File: src/sv/gbs_pkg.sv
// Shared types and constants of the greedy box suppression block.
// Depends on nothing; imported by the cell, the overlap test unit and the top level.
`default_nettype none

package gbs_pkg;

  localparam int COORD_BITS = 16;
  localparam int EDGE_BITS  = COORD_BITS + 1;
  localparam int AREA_BITS  = 2 * COORD_BITS;
  localparam int UNI_BITS   = AREA_BITS + 1;
  localparam int THR_BITS   = 8;
  localparam int PROD_BITS  = UNI_BITS + THR_BITS;
  localparam int ORD_BITS   = 16;
  localparam int KEPT_DEPTH = 64;
  localparam int CNT_BITS   = $clog2(KEPT_DEPTH + 1);

  localparam logic [THR_BITS-1:0] THR_RESET = THR_BITS'(115);

  // one kept box: corners and area
  typedef struct packed {
    logic [COORD_BITS-1:0] x0;
    logic [COORD_BITS-1:0] y0;
    logic [EDGE_BITS-1:0]  x1;
    logic [EDGE_BITS-1:0]  y1;
    logic [AREA_BITS-1:0]  area;
  } entry_t;

  // per-cell controls from the sequencer
  typedef struct packed {
    logic shift;
    logic wrap;
    logic load;
  } cell_ctl_t;

  // status of the overlap test pipeline
  typedef struct packed {
    logic hit_vld;
    logic hit;
    logic busy;
  } iou_stat_t;

endpackage

`default_nettype wire

File: src/sv/gbs_iou.sv
// Five-stage pipelined overlap test: inter*256 > thr*union for one box pair a cycle.
// Depends on gbs_pkg; instantiated by greedy_box_suppression_unit.
`default_nettype none

module gbs_iou
  import gbs_pkg::*;
(
  input  wire logic                 clk,
  input  wire logic                 rst_n,
  input  wire logic                 issue,
  input  wire entry_t               cur,
  input  wire logic [AREA_BITS-1:0] cur_area,
  input  wire entry_t               kept,
  input  wire logic [THR_BITS-1:0]  thr,
  output iou_stat_t                 stat
);

  logic                  v1_r, v2_r, v3_r, v4_r, hv_r;
  logic [COORD_BITS-1:0] dx_r, dy_r;
  logic [AREA_BITS-1:0]  karea_r;
  logic [AREA_BITS-1:0]  inter2_r, inter3_r;
  logic [UNI_BITS-1:0]   sum_r, uni_r;
  logic [PROD_BITS-1:0]  prod_r;
  logic [PROD_BITS-1:0]  lhs_r;
  logic                  hit_r;

  logic [EDGE_BITS-1:0]  lx, ly, rx, ry;
  logic [COORD_BITS-1:0] dx_nxt, dy_nxt;

  // clamp the overlap extent to zero when disjoint or touching
  always_comb begin
    lx = (cur.x0 > kept.x0) ? EDGE_BITS'(cur.x0) : EDGE_BITS'(kept.x0);
    ly = (cur.y0 > kept.y0) ? EDGE_BITS'(cur.y0) : EDGE_BITS'(kept.y0);
    rx = (cur.x1 < kept.x1) ? cur.x1 : kept.x1;
    ry = (cur.y1 < kept.y1) ? cur.y1 : kept.y1;
    dx_nxt = (rx > lx) ? COORD_BITS'(rx - lx) : '0;
    dy_nxt = (ry > ly) ? COORD_BITS'(ry - ly) : '0;
  end

  always_ff @(posedge clk) begin
    if (!rst_n) begin
      v1_r <= 1'b0;
      v2_r <= 1'b0;
      v3_r <= 1'b0;
      v4_r <= 1'b0;
      hv_r <= 1'b0;
    end else begin
      v1_r <= issue;
      v2_r <= v1_r;
      v3_r <= v2_r;
      v4_r <= v3_r;
      hv_r <= v4_r;
    end
  end

  always_ff @(posedge clk) begin
    dx_r     <= dx_nxt;
    dy_r     <= dy_nxt;
    karea_r  <= kept.area;
    inter2_r <= AREA_BITS'(dx_r * dy_r);
    sum_r    <= UNI_BITS'(cur_area) + UNI_BITS'(karea_r);
    inter3_r <= inter2_r;
    uni_r    <= sum_r - UNI_BITS'(inter2_r);
    prod_r   <= PROD_BITS'(thr * uni_r);
    lhs_r    <= {1'b0, inter3_r, 8'h00};
    hit_r    <= lhs_r > prod_r;
  end

  assign stat.hit_vld = hv_r;
  assign stat.hit     = hit_r;
  assign stat.busy    = v1_r | v2_r | v3_r | v4_r | hv_r;

endmodule

`default_nettype wire

File: config.mk
export PLATFORM = sky130hd
export DESIGN_NAME = gbs_iou
export DESIGN_NICKNAME = d
export VERILOG_FILES = /design/src/sv/gbs_pkg.sv /design/src/sv/gbs_iou.sv
export SDC_FILE = /design/constraint.sdc
export NUM_CORES = 2
export LEC_CHECK = 0
export CAP_MARGIN = 20
export CORE_ASPECT_RATIO = 1.4
export CORE_MARGIN = 8
export CORE_UTILIZATION = 40
export CTS_CLUSTER_SIZE = 24
export DETAILED_ROUTE_END_ITERATION = 10
export DONT_BUFFER_PORTS = 1
export PLACE_DENSITY = 0.62
export SETUP_SLACK_MARGIN = 0.1
export SYNTH_ARGS = -nofsm -noshare
export SYNTH_HDL_FRONTEND = slang
export SYNTH_SLANG_ARGS = --single-unit
File: constraint.sdc
create_clock -name clk -period 6.1 [get_ports clk]
set_input_delay 0 -clock clk [delete_from_list [all_inputs] [get_ports clk]]
set_output_delay 0 -clock clk [all_outputs]
set_load 0.01 [all_outputs]
==> out/results.tsv <==
metric	value	unit
hold-path-cell-count	3	
grt_pass1_vias	24800	
hold_viol_final	0	
clockBufferDepth	3	
maxCapViolations	0	
dpl_cell_area	0.0314	mm2
endpoint_kind	flip-flop	
crit_type	flip-flop to flip-flop	
route.detailed.wl_per_inst	16.0	um
syn_nets	4265	
rows	118	
finalSetupTns	0	ns
synth_edf_count	0	
initial_core_util	0.404	
post-route-min-period	5.81	ns
regToRegEndpoint	inter2_r[28]$_DFF_P_	
cp.arrival	6.29	ns
core-area	0.0740	mm2
period_share	0.952	
drc	0	
met1_length	27.9	mm
dr_wl_met3	3.56	mm
fmax	172	MHz
place_congestion	0.887	
cp.required	6.58	ns
cts_sinks	273	
dieWidth	247	um
crit_fanout	9	
fin_skew	0.0345	ns
hp-class	input port to flip-flop	
clockRootBuffer	clkbuf_16	
fill_cells	7008	
dp_hpwl	59.6	mm
viasPerCell	5.03	
grt_pass1_wl	121	mm
setup_viol	0	
worstMarginPinSlew	0.919	ns
firstDrtPassIters	5	
netlist_area	0.0299	mm2
slew_headroom	0.382	
mostFrequentLayoutCells	inv_1 (571), fa_1 (379), ha_1 (351)	
num_vias	22600	
die_area	0.0839	mm2
async_flop_share	0	
syn2layout_area_growth	16.1	%
clk_pin_slew_worst_paths	0.06	ns
rsz0062_at_grt	yes	
cts_tree	done	
final_layout_size_suffix_gt1_frac	0.0710	
met2_length	38.5	mm
grtUsageTotal	0.174	
ioPinCount	242	
postSynthAreaPerCell	9.10	um2
die_y	340	um
crit_end	inter2_r[28]$_DFF_P_	
cts.htree.levels	1	
slew_viol_final	0	
ant_nets	0	
ff2ff_setup_slack	0.29	ns
ys_types	87	
synth_seq_cells	273	
postLayoutCellArea	0.0347	mm2
numCtsBuffers	30	
postSynthCellCount	3285	
outcome	complete, no violations	
crit_start	dy_r[1]$_SDFF_PP0_	
synth_top_flop_cell	dfxtp_1	
rr_worst_depth	23	
grt-ovfl-total	0	
top_layer	met5	
antenna_found_initial	4	
synth_warnings	0	
drt_iter0_drc	689	
worstSkewPairLatency	0.61	ns
rr_startpoint	dy_r[1]$_SDFF_PP0_	
ys_seq_area_frac	0.183	
mostFrequentLayoutCell	inv_1	
start_kind	flip-flop	
grt_max_degree	34	
wirelength	72.1	mm
layout.nets	4493	
portBuffers	0	
==> state kept, by name, indices dropped and copies added (netlist names) <==
register	count
dy_r	16
v1_r	1
inter3_r	32
sum_r	33
lhs_r	32
v3_r	1
v4_r	1
uni_r	33
dx_r	16
inter2_r	32
v2_r	1
prod_r	41
karea_r	32
hv_r	1
hit_r	1
==> layout make-up <==
cell class / count / area (um2) / area share
well taps: 960 / 1200 / 0.0346
multi-input cells: 2350 / 22100 / 0.637
inverters: 582 / 2180 / 0.0629
repair buffers: 276 / 2630 / 0.0757
diodes: 1 / 2.50 / 0.0000721
clock buffers: 36 / 803 / 0.0231
flip-flops and latches: 273 / 5510 / 0.159
clock inverters: 20 / 284 / 0.00818
==> synth_stat cells (5+ instances only) <==
cell,instances,area share
o21bai_1,14,0.0035
mux2_2,19,0.0072
clkbuf_1,67,0.0084
dfxtp_1,273,0.18
a21o_1,96,0.024
nor2_1,85,0.011
inv_1,582,0.073
o21ai_0,89,0.015
and2_1,286,0.060
nand4_1,29,0.0061
and3_1,21,0.0044
nand2_1,345,0.043
nand3_1,28,0.0047
nand2b_1,29,0.0061
o211ai_1,18,0.0045
xnor2_1,95,0.028
nor3b_1,8,0.0020
nor2b_1,29,0.0061
a211oi_1,18,0.0045
xor2_1,41,0.012
buf_4,5,0.0013
a21oi_1,141,0.024
nor3_1,27,0.0045
fa_1,384,0.26
a211o_1,5,0.0015
a31oi_1,13,0.0027
a21boi_0,6,0.0015
o21a_1,36,0.0090
mux2i_1,34,0.011
ha_1,357,0.15
==> layer usage <==
| metal | vias to the layer above | GRT usage |
|---|---|---|
| met4 | 6 | 0.0577 |
| met5 | - | 0 |
| li1 | 11000 | - |
| met1 | 11000 | 0.189 |
| met3 | 143 | 0.0268 |
| met2 | 492 | 0.335 |
==> repair_timing <==
item / CTS / global route
gates cloned: 0 / 1
hold buffers: 192 / 0
pin swaps: 5 / 54
buffers inserted: 0 / 6
endpoints found under the hold margin: 105 / 0
setup endpoints to repair: 7 / 9
resized for setup: 12 / 73
==> logic make-up (layout without fill, tap and decap cells) <==
logic type / count (synthesis) / in the layout / share of synthesized area
XOR/XNOR: 136 / 136 / 0.0398
AND/OR/NAND/NOR: 916 / 916 / 0.155
flip-flops: 273 / 273 / 0.183
adder cells (fa/ha/maj): 741 / 741 / 0.406
other: 0 / 1 / 0
AO/OA/AOI/OAI: 504 / 504 / 0.113
buffers and inverters: 662 / 914 / 0.0846
multiplexers: 53 / 53 / 0.0185
==> metrics by stage <==
step	instances	hold slack (ns)	utilization	setup WS, ns
2_1_floorplan	3285	0.0277	-	0.164
3_3_place_gp	4242	0.0278	0.424	-0.0626
3_5_place_dp	4242	0.0278	0.424	-0.0874
4_1_cts	4490	0.000388	0.465	0.0940
5_1_grt	4498	0.0239	0.469	0.0370
6_report	4498	0.00463	0.469	0.292
==> worst max-delay path: stages, from the launching register on <==
cell and delay, ns:
dfxtp_1 0.44, buf_4 0.21, nand2_1 0.08, fa_1 0.47, fa_2 0.42, fa_2 0.37, fa_1 0.55, inv_1 0.06
fa_1 0.54, inv_2 0.04, fa_1 0.51, inv_2 0.05, ha_4 0.23, a21o_1 0.19, a21o_1 0.20, buf_6 0.13
a21oi_2 0.11, o21ai_2 0.09, o21a_1 0.23, o211ai_1 0.29, buf_4 0.17, o211ai_1 0.09, o211ai_1 0.11, xnor2_1 0.09
==> worst min path at each step <==
stage / startpoint / endpoint / slack, ns
after global placement: kept[0] / karea_r[0]$_DFF_P_ / 0.03
after detailed placement: kept[28] / karea_r[28]$_DFF_P_ / 0.03
after CTS: cur[97] / dx_r[15]$_SDFF_PP0_ / 0.0004
after floorplan: kept[0] / karea_r[0]$_DFF_P_ / 0.03
final: cur[97] / dx_r[15]$_SDFF_PP0_ / 0.005
after global routing: cur[97] / dx_r[15]$_SDFF_PP0_ / 0.02
Power is left out: the tool's default activity adds up to more than one toggle a clock period on the data nets, which glitch-free logic cannot reach.
