==> config.mk <==
export PLATFORM = sky130hd
export DESIGN_NAME = gbs_cell
export DESIGN_NICKNAME = d
export VERILOG_FILES = /design/src/sv/gbs_pkg.sv /design/src/sv/gbs_cell.sv
export SDC_FILE = /design/constraint.sdc
export NUM_CORES = 1
export LEC_CHECK = 0
export ABC_CLOCK_PERIOD_IN_PS = 2980
export BUFFER_PORTS_ARGS = -buffer_cell sky130_fd_sc_hd__buf_2
export CAP_MARGIN = 20
export CORE_AREA = 2 2 153 155
export DETAILED_ROUTE_END_ITERATION = 10
export DIE_AREA = 0 0 155 157
export GPL_TIMING_DRIVEN = 0
export PLACE_DENSITY = 0.5
export SLEW_MARGIN = 20
export SYNTH_ARGS = -nofsm -noshare
export SYNTH_HDL_FRONTEND = slang
export SYNTH_SLANG_ARGS = --single-unit
==> constraint.sdc <==
create_clock -name clk -period 2.98 [get_ports clk]
set_clock_uncertainty 0.2 [all_clocks]
set_input_delay 0.894 -clock clk [delete_from_list [all_inputs] [get_ports clk]]
set_output_delay 0.894 -clock clk [all_outputs]
set_load 0.02 [all_outputs]
==> src/sv/gbs_pkg.sv <==
// Shared types and constants of the greedy box suppression block.
// Depends on nothing; imported by the cell, the overlap test unit and the top level.
`default_nettype none

package gbs_pkg;

  localparam int COORD_BITS = 16;
  localparam int EDGE_BITS  = COORD_BITS + 1;
  localparam int AREA_BITS  = 2 * COORD_BITS;
  localparam int UNI_BITS   = AREA_BITS + 1;
  localparam int THR_BITS   = 8;
  localparam int PROD_BITS  = UNI_BITS + THR_BITS;
  localparam int ORD_BITS   = 16;
  localparam int KEPT_DEPTH = 64;
  localparam int CNT_BITS   = $clog2(KEPT_DEPTH + 1);

  localparam logic [THR_BITS-1:0] THR_RESET = THR_BITS'(115);

  // one kept box: corners and area
  typedef struct packed {
    logic [COORD_BITS-1:0] x0;
    logic [COORD_BITS-1:0] y0;
    logic [EDGE_BITS-1:0]  x1;
    logic [EDGE_BITS-1:0]  y1;
    logic [AREA_BITS-1:0]  area;
  } entry_t;

  // per-cell controls from the sequencer
  typedef struct packed {
    logic shift;
    logic wrap;
    logic load;
  } cell_ctl_t;

  // status of the overlap test pipeline
  typedef struct packed {
    logic hit_vld;
    logic hit;
    logic busy;
  } iou_stat_t;

endpackage

`default_nettype wire

==> src/sv/gbs_cell.sv <==
// One storage cell of the kept-box ring.
// Depends on gbs_pkg; instantiated in a row by greedy_box_suppression_unit.
`default_nettype none

module gbs_cell
  import gbs_pkg::*;
(
  input  wire logic      clk,
  input  wire cell_ctl_t ctl,
  input  wire entry_t    head_ent,
  input  wire entry_t    next_ent,
  input  wire entry_t    new_ent,
  output entry_t         ent
);

  entry_t ent_r;
  entry_t ent_nxt;

  // load a survivor, or advance the ring: the last used cell takes the head
  always_comb begin
    ent_nxt = ent_r;
    if (ctl.load) begin
      ent_nxt = new_ent;
    end else if (ctl.shift) begin
      ent_nxt = ctl.wrap ? head_ent : next_ent;
    end
  end

  always_ff @(posedge clk) begin
    ent_r <= ent_nxt;
  end

  assign ent = ent_r;

endmodule

`default_nettype wire

==> results of run 1 <==
## metal layers
metal | global-route usage, % | up-vias | part of all wire [%]
li1 | - | 2365 | -
met1 | 15.45 | 2100 | 39
met2 | 26.46 | 239 | 52
met3 | 4.020 | 11 | 7.8
met4 | 4.145 | 0 | 1.2
met5 | 0 | - | 0
## cell usage after synthesis
library cell,number
o21ai_0,78
mux2i_1,98
clkbuf_1,8
buf_8,2
buf_4,9
o21ai_1,20
nand2_1,98
edfxtp_1,98
buf_6,1
or2_2,1
buf_2,13
## layout make-up
| cell class | count | area, um^2 |
|---|---|---|
| clock buffer | 10 | 229.0 |
| sequential | 98 | 2943 |
| multi-input combinational | 295 | 1848 |
| fill | 2343 | 14890 |
| buffer | 33 | 203.9 |
| clock inverter | 6 | 42.54 |
| tap | 285 | 356.6 |
| timing repair buffer | 394 | 1994 |
## power by group through the flow
stage / logic, mW / registers (mW) / clock network (mW)
CTS: 0.910 / 1.74 / 1.16
finish: 0.894 / 1.74 / 1.11
global placement: 0.906 / 1.77 / 0
detailed placement: 0.910 / 1.77 / 0
floorplan: 0.236 / 1.99 / 0
global route: 0.968 / 1.76 / 1.21
## metrics by stage
stage	worst slack (ps)	hold WS, ps	cells
CTS	291.0	602.3	1121
detailed placement	-91.61	974.2	1105
floorplan	406.7	885.2	426
global route	205.6	614.3	1121
finish	356.8	622.2	1121
global placement	-292.5	974.5	1104
## cells by family (layout without fill, tap and decap cells)
logic type / Yosys count / count (layout) / share of synthesized area (%)
AOI/OAI and AO/OA: 98 / 98 / 9.825
buffers and inverters: 33 / 443 / 4.085
DFF: 98 / 98 / 58.95
muxes: 98 / 98 / 19.65
and+or+nand+nor: 99 / 99 / 7.494
## worst min-delay path by stage
| stage | to | slack [ps] | cells past startpoint |
|---|---|---|---|
| 2_1_floorplan | ent[0]$_DFFE_PP_ | 890 | 2 |
| 3_3_place_gp | ent[23]$_DFFE_PP_ | 970 | 3 |
| 3_5_place_dp | ent[3]$_DFFE_PP_ | 970 | 3 |
| 4_1_cts | ent[62]$_DFFE_PP_ | 600 | 3 |
| 5_1_grt | ent[72]$_DFFE_PP_ | 610 | 3 |
| 6_report | ent[72]$_DFFE_PP_ | 620 | 3 |
## layout by cell type, fill, tap and decap left out
cell type,n
buf_4,9
clkinv_2,1
clkinv_1,1
nand2_1,98
clkinv_4,2
mux2i_1,98
o21ai_1,20
edfxtp_1,98
buf_8,2
buf_16,1
o21ai_0,78
buf_6,1
buf_2,406
clkbuf_16,9
clkbuf_1,9
inv_6,1
clkinvlp_4,1
or2_4,1
## worst max-delay path: cells and delay by family
kind                   cells  cell delay [ps]
buffers and inverters      3              840
AND/OR/NAND/NOR            1              630
==> impl_results.md, run 1 <==
* Worst setup EP type: flop
* Row count at 55
* Final Cycle Share at 88.03%
* Register area share after synthesis at 58.95%
* Synth unique cells at 11
* Chip Width at approximately 160 um
* Antenna diodes at 0
* DR pass1 iterations at 4
* Final instance area at between 0.007 and 0.008 mm^2
* Overall routed net length at 18,250 um
* Setup_tns at 0 ps
* IO Port Bufs at 393
* Yosys top cell by area: edfxtp_1
* Status: finished clean
* Overall global routing resource usage at about 14%
* Final Util at about a third
* DP Wirelength at 14,580 um
* Kind of critical path: in2reg
* CP max-delay cell: or2_4
* GP Congestion at approximately 0.77
* Cells after Synth at ~430
* Detail Route Antenna Nets at 0
* PD cells at 492.0 mW/mm^2
* DR iter-0 viols at 185
* Num CTS Buffers at 9
* Combinational share of power at approximately a quarter
* Syn avg cell area at around 12 um^2
* Total power at 3.748 mW
* Critical Path Max Stage Delay at 630 ps
* Layout cells sized above 1 at 51.91%
* Hold Crit Start: new_ent[72]
* Via-per-instance ratio at 4.206
* RSZ-0062 raised after global routing: false
* Crit start category: input pin
* CTS tree: built
* Leakage at roughly 3.8 nW
* Worst-case clock buffer depth at 2
* Least-Margin Pin Slew at 713.3 ps
* Crit path cell chain: buf_2 > buf_2 > or2_4 > buf_16
* Critical Path Sink: ent[36]$_DFFE_PP_
* Io pins at 396
* Max FFs per register at ~100
* First-pass GRT wire length at 25,700 um
* Initial antenna violation count at 0
* Total number of vias at 4,715
* Fmax achieved at 0.3812 GHz
* Mapped Area at ~0.0050 mm^2
* Psw at approximately 1.1 mW
* Tmin final at 2623 ps
* Area Growth Syn to Fin at 52.58%
* CP max FO at 51
* Worst VDD drop at approximately 0.21 mV
* Pint at 2.637 mW
* Crit path launch: ctl[0]
* Worst slew margin at 52.45%
* Final net count at 1,129
* Pin count of the biggest net entering global routing at 52
* Hold WC Path Type: in2reg
* Initial core utilization at approximately 22%
* Setup bufs post-CTS at 0
* Final Hold Viols at 0
* Root Driver: clkbuf_16
* CTS H-tree depth at 3
* Height of the die at about 160 um
* Switching Fraction at 29.65%
* Congestion Overflow GR at 0
* Critical Path RT at 2800 ps
* Final Setup Violations at 0
* Largest cells by area after synthesis: edfxtp_1 (59%), mux2i_1 (20%), o21ai_0 (7.8%), nand2_1 (7.4%), o21ai_1 (2.0%)
* MaxCap Viol Count at 0
* Flop and latch count out of synthesis at 98
* DR WL/cell at 16.28 um
* Core ar. at approximately 0.023 mm^2
* Critical Path AT at roughly 2400 ps
* Clk pwr share at 29.7%
* Sequential group share of total power at 46.4%
* Number of global-route vias before repair at ~4,700
* Mapped Nets at 724
* CTS sink count at 98
* Pins over their slew limit at 0
* Top-area cell type share of the netlist area at 58.95%
* Dpl cell area at 0.007346 mm^2
* Residual DRC count at 0
* Post-CTS sizing at 0
* Worst-path clk slew at 80 ps
* Hold_buf cts at 0
* Yosys warns at 0
* Area of the die at 0.02434 mm^2
* CP dominant cell by count: buf_2
Note: power is estimated with default switching activity, not from simulation.
==> inputs of run 2 (changes only) <==
--- a/config.mk
+++ b/config.mk
@@ -5,14 +5,15 @@
 export SDC_FILE = /design/constraint.sdc
 export NUM_CORES = 1
 export LEC_CHECK = 0
+export ABC_AREA = 1
 export ABC_CLOCK_PERIOD_IN_PS = 2980
 export BUFFER_PORTS_ARGS = -buffer_cell sky130_fd_sc_hd__buf_2
 export CAP_MARGIN = 20
-export CORE_AREA = 2 2 153 155
+export CORE_AREA = 2 2 155 157
 export DETAILED_ROUTE_END_ITERATION = 10
-export DIE_AREA = 0 0 155 157
+export DIE_AREA = 0 0 157 159
 export GPL_TIMING_DRIVEN = 0
-export PLACE_DENSITY = 0.5
+export PLACE_DENSITY = 0.53
 export SLEW_MARGIN = 20
 export SYNTH_ARGS = -nofsm -noshare
 export SYNTH_HDL_FRONTEND = slang
==> run 2 against run 1 <==
  * Global-route usage rose by 2.9 points
  * Largest power group unchanged
  * Die area rose by 2.6%
  * Highest routed layer is now met5
  * Critical path depth did not move
==> impl_results.md, run 2 <==
* Via-per-instance ratio at 4.055
* Met1 Use GR at 18.99%
* Status: finished clean
* Worst VDD drop at 0.1680 mV
* Final Hold Viols at 0
* Worst setup margin at 829.5 ps
* Residual DRC count at 0
* Post-CTS sizing at 0
* Register area share after synthesis at 49.87%
* Xor/xnor share of the synthesized area at 0%
* CP max FO at 46
* DR WL/cell at 14.14 um
* Setup bufs post-CTS at 0
* Fmax achieved at around 0.47 GHz
* Post-synthesis adder-cell area fraction at 0%
* Compound-Gate Fraction of Synth Area at 0%
* Area of the die at 0.02496 mm^2
* Final Setup Violations at 0
* Top-area cell type share of the netlist area at between 40% and 50%
* Syn avg cell area at 7.118 um^2
* Least-Margin Pin Slew at ~630 ps
* Ys flop type: edfxtp_1
* Root Driver: clkbuf_16
* Height of the die at between 150 and 200 um
* Hold WC Path Type: in2reg
* Initial core utilization at 25.44%
* Top cells by count, synth: nand2_1 (392), inv_1 (196), edfxtp_1 (98), nand3_1 (98), buf_2 (24)
* Mapped Nets at roughly 1,100
* MaxCap Viol Count at 0
* Total number of vias at 6,326
* Yosys warns at 0
* Detail Route Antenna Nets at 0
* Congestion Overflow GR at 0
* Overall routed net length at between 20,000 and 25,000 um
* Pin count of the biggest net entering global routing at 47
* DR iter-0 viols at ~270
* Row count at 56
* Leakage at approximately 5.2 nW
* CTS sink count at between 90 and 100
* Number of global-route vias before repair at 6,019
* Yosys top cell by area: edfxtp_1
* Hold_buf cts at 0
* DP Wirelength at 17,310 um
* Dominant cell by count in the synthesized netlist: nand2_1
* Final Cycle Share at 72.16%
* IO Port Bufs at slightly below 400
* Pins over their slew limit at 0
* Overall global routing resource usage at 16.97%
* Tmin final at 2151 ps
* Final net count at 1,533
* Initial antenna violation count at 2
* Leading cell type in the layout, fill and taps excluded: buf_2
* Worst-case clock buffer depth at 2
* Kind of critical path: in2reg
* Worst slew margin at 57.77%
* Main combinational cell family by area after synthesis: simple AND/OR/NAND/NOR gates
* Layout cells sized above 1 at 35.97%
* Most frequent cells in the layout: buf_2 (417), nand2_1 (392), inv_1 (196)
* First-pass GRT wire length at 32,400 um
* Post-synthesis simple-gate area fraction at around 33%
* EDFF count, synth at a little under 100
* CTS tree: built
* Chip Width at 157 um
* Mapped Area at 0.005901 mm^2
* Worst setup EP type: flop
* Met3 usage at just over 5%
* Post-synthesis async set-or-reset flop share at 0%
* Flop and latch count out of synthesis at 98
* Critical Path AT at 1970 ps
* Top Usage Layer GRT: met2
* Worst-path clk slew at 70 ps
* GR Layer Usage met2 at 31.00%
* Synth unique cells at 11
* Total power at 3.940 mW
* Fraction of synthesized area in multiplexers at 0%
* Cells after Synth at 829
* GP Congestion at 0.8146
* DR pass1 iterations at 5
* Area Growth Syn to Fin at 45.97%
* Max FFs per register at a little under 100
* RSZ-0062 raised after global routing: false
* CTS H-tree depth at 3
* Pre-CTS setup slack at ~440 ps
* PD cells at between 400 and 500 mW/mm^2
* Critical Path RT at between 2000 and 3000 ps
* Num CTS Buffers at 9
* Core ar. at around 0.023 mm^2
* Crit start category: input pin
* Largest cells by area after synthesis: edfxtp_1 (50%), nand2_1 (25%), inv_1 (12%), nand3_1 (8.3%), buf_2 (2.0%)
* Io pins at 396
## run 2: changes by cell type after synthesis, sizes merged
cell / previous run / this run
nand2: 98 / 392
inv: 0 / 198
mux2i: 98 / 0
nand3: 0 / 98
o21ai: 98 / 0
buf: 25 / 34
## run 2: worst max-delay path, stage by stage
cell	delay (ps)
buf_4	230
buf_4	220
or2_4	290
buf_16	270
## run 2: layout make-up
type / count / area [um^2]
fillers: 2538 / 14580
well taps: 319 / 399.1
repair buffers: 395 / 2014
clock inverters: 7 / 68.82
plain buffers: 42 / 244.0
diodes: 1 / 2.502
inverters: 198 / 745.7
multi-input cells: 491 / 1971
flip-flops and latches: 98 / 2943
clock buffers: 9 / 225.2
## run 2: power breakdown
part	total (mW)	leakage, nW	internal, mW	switching (mW)
logic	0.991	4.05	0.378	0.613
clock network	1.20	0.145	0.651	0.551
registers	1.75	1.01	1.71	0.0399
total	3.94	5.20	2.74	1.20
## run 2: kinds of logic (layout without fill, tap and decap cells)
family | count (synthesis) | after routing
other | 0 | 1
and+or+nand+nor | 491 | 491
DFF | 98 | 98
buffers and inverters | 240 | 651
## run 2: final timing paths
check | depth (start not counted) | slack [ps] | from | endpoint
worst max-delay path | 4 | 830 | ctl[0] | ent[55]$_DFFE_PP_
worst min-delay path | 3 | 610 | new_ent[36] | ent[36]$_DFFE_PP_
## run 2: metal layers
layer  part of all wire, %  wire [um]  vias to the layer above
met5                 0.059         13                        -
met4                   1.3        290                        2
met3                   8.9       1961                       23
met2                    51      11240                      273
met1                    39       8559                     2758
li1                      -          -                     3270
## run 2: per-stage QoR
stage | TNS [ps] | util (%) | cell area, um^2 | std cells | hold WS [ps]
final | 0 | 37.14 | 8613 | 1560 | 612.8
after global routing | 0 | 37.14 | 8613 | 1560 | 604.3
after CTS | 0 | 37.13 | 8611 | 1559 | 589.5
after detailed placement | 0 | 35.86 | 8317 | 1543 | 964.8
after global placement | -20950 | 35.65 | 8269 | 1541 | 963.9
after floorplan | 0 | - | 5903 | 829 | 875.7
==> inputs of run 3 (changes only) <==
==> config.mk (replaced) <==
export PLATFORM = sky130hd
export DESIGN_NAME = gbs_cell
export DESIGN_NICKNAME = d
export VERILOG_FILES = /design/src/sv/gbs_pkg.sv /design/src/sv/gbs_cell.sv
export SDC_FILE = /design/constraint.sdc
export NUM_CORES = 1
export LEC_CHECK = 0
export ABC_AREA = 0
export ABC_CLOCK_PERIOD_IN_PS = 1950
export BUFFER_PORTS_ARGS = -buffer_cell sky130_fd_sc_hd__buf_2
export CAP_MARGIN = 20
export CORE_AREA = 2 2 153 155
export DETAILED_ROUTE_END_ITERATION = 10
export DIE_AREA = 0 0 155 157
export GPL_TIMING_DRIVEN = 0
export PLACE_DENSITY = 0.5
export SLEW_MARGIN = 20
export SYNTH_ARGS = -nofsm -noshare
export SYNTH_HDL_FRONTEND = slang
export SYNTH_SLANG_ARGS = --single-unit
==> constraint.sdc (replaced) <==
create_clock -name clk -period 1.95 [get_ports clk]
set_clock_uncertainty 0.2 [all_clocks]
set_input_delay 0.585 -clock clk [delete_from_list [all_inputs] [get_ports clk]]
set_output_delay 0.585 -clock clk [all_outputs]
set_load 0.02 [all_outputs]
==> run 3 against run 2 <==
  * Via count down 25%
  * Cell count is 28% lower
  * Sequential cell count unchanged
  * Sequential power is 52% higher
  * Setup slack got worse by 710 ps
  * Core utilization fell by 3.1 points
  * Critical endpoint is now ent[0]$_DFFE_PP_
  * Largest cell class unchanged
  * Sequential share of layout area up 4.3 points
  * Critical path type unchanged
==> impl_results.md, run 3 (same netlist as run 1, synthesis figures left out) <==
* Pins over their slew limit at 0
* Worst slew margin at 59.47%
* Post-CTS sizing at 0
* Final Util at 34.04%
* Fmax achieved at 0.5453 GHz
* DR pass1 iterations at 4
* Crit start category: input pin
* Leakage at 3.771 nW
* CTS tree: built
* DR WL/cell at 16.49 um
* Congestion Overflow GR at 0
* CP max FO at 50
* IO Port Bufs at 393
* Hold_buf cts at 0
* Row count at between 50 and 60
* Worst-case clock buffer depth at 2
* Area Growth Syn to Fin at 53.43%
* Most frequent cells in the layout: buf_2 (404), mux2i_1 (98), nand2_1 (98), edfxtp_1 (98), o21ai_0 (78)
* Height of the die at 157 um
* Critical Path RT at 1770 ps
* Num CTS Buffers at 9
* GP Congestion at 0.7830
* PD cells at 756.2 mW/mm^2
* Worst setup EP type: flop
* Worst setup margin at roughly 120 ps
* Final Cycle Share at a little over nine tenths
* First-pass GRT wire length at 26,680 um
* Initial antenna violation count at 5
* Final Setup Violations at 0
* Final Hold Viols at 0
* Pin count of the biggest net entering global routing at slightly above 50
* Setup bufs post-CTS at 0
* Initial core utilization at between 20 and 25%
* Hold WC Path Type: in2reg
* Overall global routing resource usage at 14.54%
* CTS H-tree depth at 3
* Detail Route Antenna Nets at 0
* Kind of critical path: in2reg
* Via-per-instance ratio at 4.215
* Setup_tns at 0 ps
* Overall routed net length at 18,520 um
* Total number of vias at 4,733
* Leading cell type in the layout, fill and taps excluded: buf_2
* Final std cells w/o fill at 1,123
* Layout cells sized above 1 at 51.91%
* Core ar. at 0.02250 mm^2
* Chip Width at around 160 um
* Area of the die at 0.02434 mm^2
* Final net count at 1,130
* Pre-CTS setup slack at -522.7 ps
* MaxCap Viol Count at 0
* Residual DRC count at 0
* Worst-path clk slew at around 70 ps
* Number of global-route vias before repair at 4,830
* Root Driver: clkbuf_16
* Tmin final at between 1500 and 2000 ps
* Status: finished clean
* Fill count at between 2,000 and 2,500
* DR iter-0 viols at 172
* RSZ-0062 raised after global routing: false
* Worst VDD drop at 0.4108 mV
* Critical Path AT at ~1700 ps
* Hold_ws at 311.3 ps
* Max FFs per register at 98
* Least-Margin Pin Slew at between 600 and 700 ps
* DP Wirelength at 14,710 um
* CTS sink count at 98
* Dpl cells at approximately 1,100
* Io pins at 396
[run 3: changes by cell type in the layout (fill, tap and decap cells not counted), moves of 13 or more]
cell     previous run  this run
nand2_1           392        98
inv_1             196         0
mux2i_1             0        98
nand3_1            98         0
o21ai_0             0        78
o21ai_1             0        20
buf_2             417       404
[run 3: critical path, cell delays in order]
cell	delay [ps]
buf_8	110
buf_6	180
or2_4	410
buf_16	290
[run 3: cell type report]
type	instances	area, um^2	area share [%]
Clock buffer	11	232.7	3.038
Multi-Input combinational cell	296	1854	24.21
Sequential cell	98	2943	38.42
Clock inverter	4	53.80	0.7024
Timing Repair Buffer	394	1994	26.04
Tap cell	285	356.6	4.655
Buffer	33	220.2	2.875
Antenna cell	2	5.005	0.06534
[run 3: final timing paths]
check | start | to | slack [ps] | cells past startpoint
worst min-delay path | new_ent[43] | ent[43]$_DFFE_PP_ | 310 | 3
worst max-delay path | ctl[0] | ent[0]$_DFFE_PP_ | 120 | 4
[run 3: per-layer routing]
| metal | up-vias | share of wire (%) | wire length (um) | GRT usage (%) |
|---|---|---|---|---|
| li1 | 2364 | - | - | - |
| met1 | 2095 | 38 | 7038 | 15.93 |
| met2 | 246 | 52 | 9555 | 26.67 |
| met3 | 24 | 8.7 | 1611 | 4.405 |
| met4 | 4 | 1.5 | 287 | 5.026 |
| met5 | - | 0.15 | 27 | 0 |
[run 3: report_power, final]
group | total, mW | internal (mW) | leakage, nW | switching (mW)
Sequential | 2.66 | 2.61 | 1.01 | 0.0546
Combinational | 1.36 | 0.558 | 2.63 | 0.803
Clock | 1.77 | 0.992 | 0.132 | 0.778
[run 3: through the flow]
stage | area [um^2] | power (mW)
after floorplan | 5011 | 3.413
after global placement | 7335 | 4.079
after detailed placement | 7362 | 4.094
after CTS | 7655 | 5.919
after global routing | 7657 | 6.081
final | 7660 | 5.792
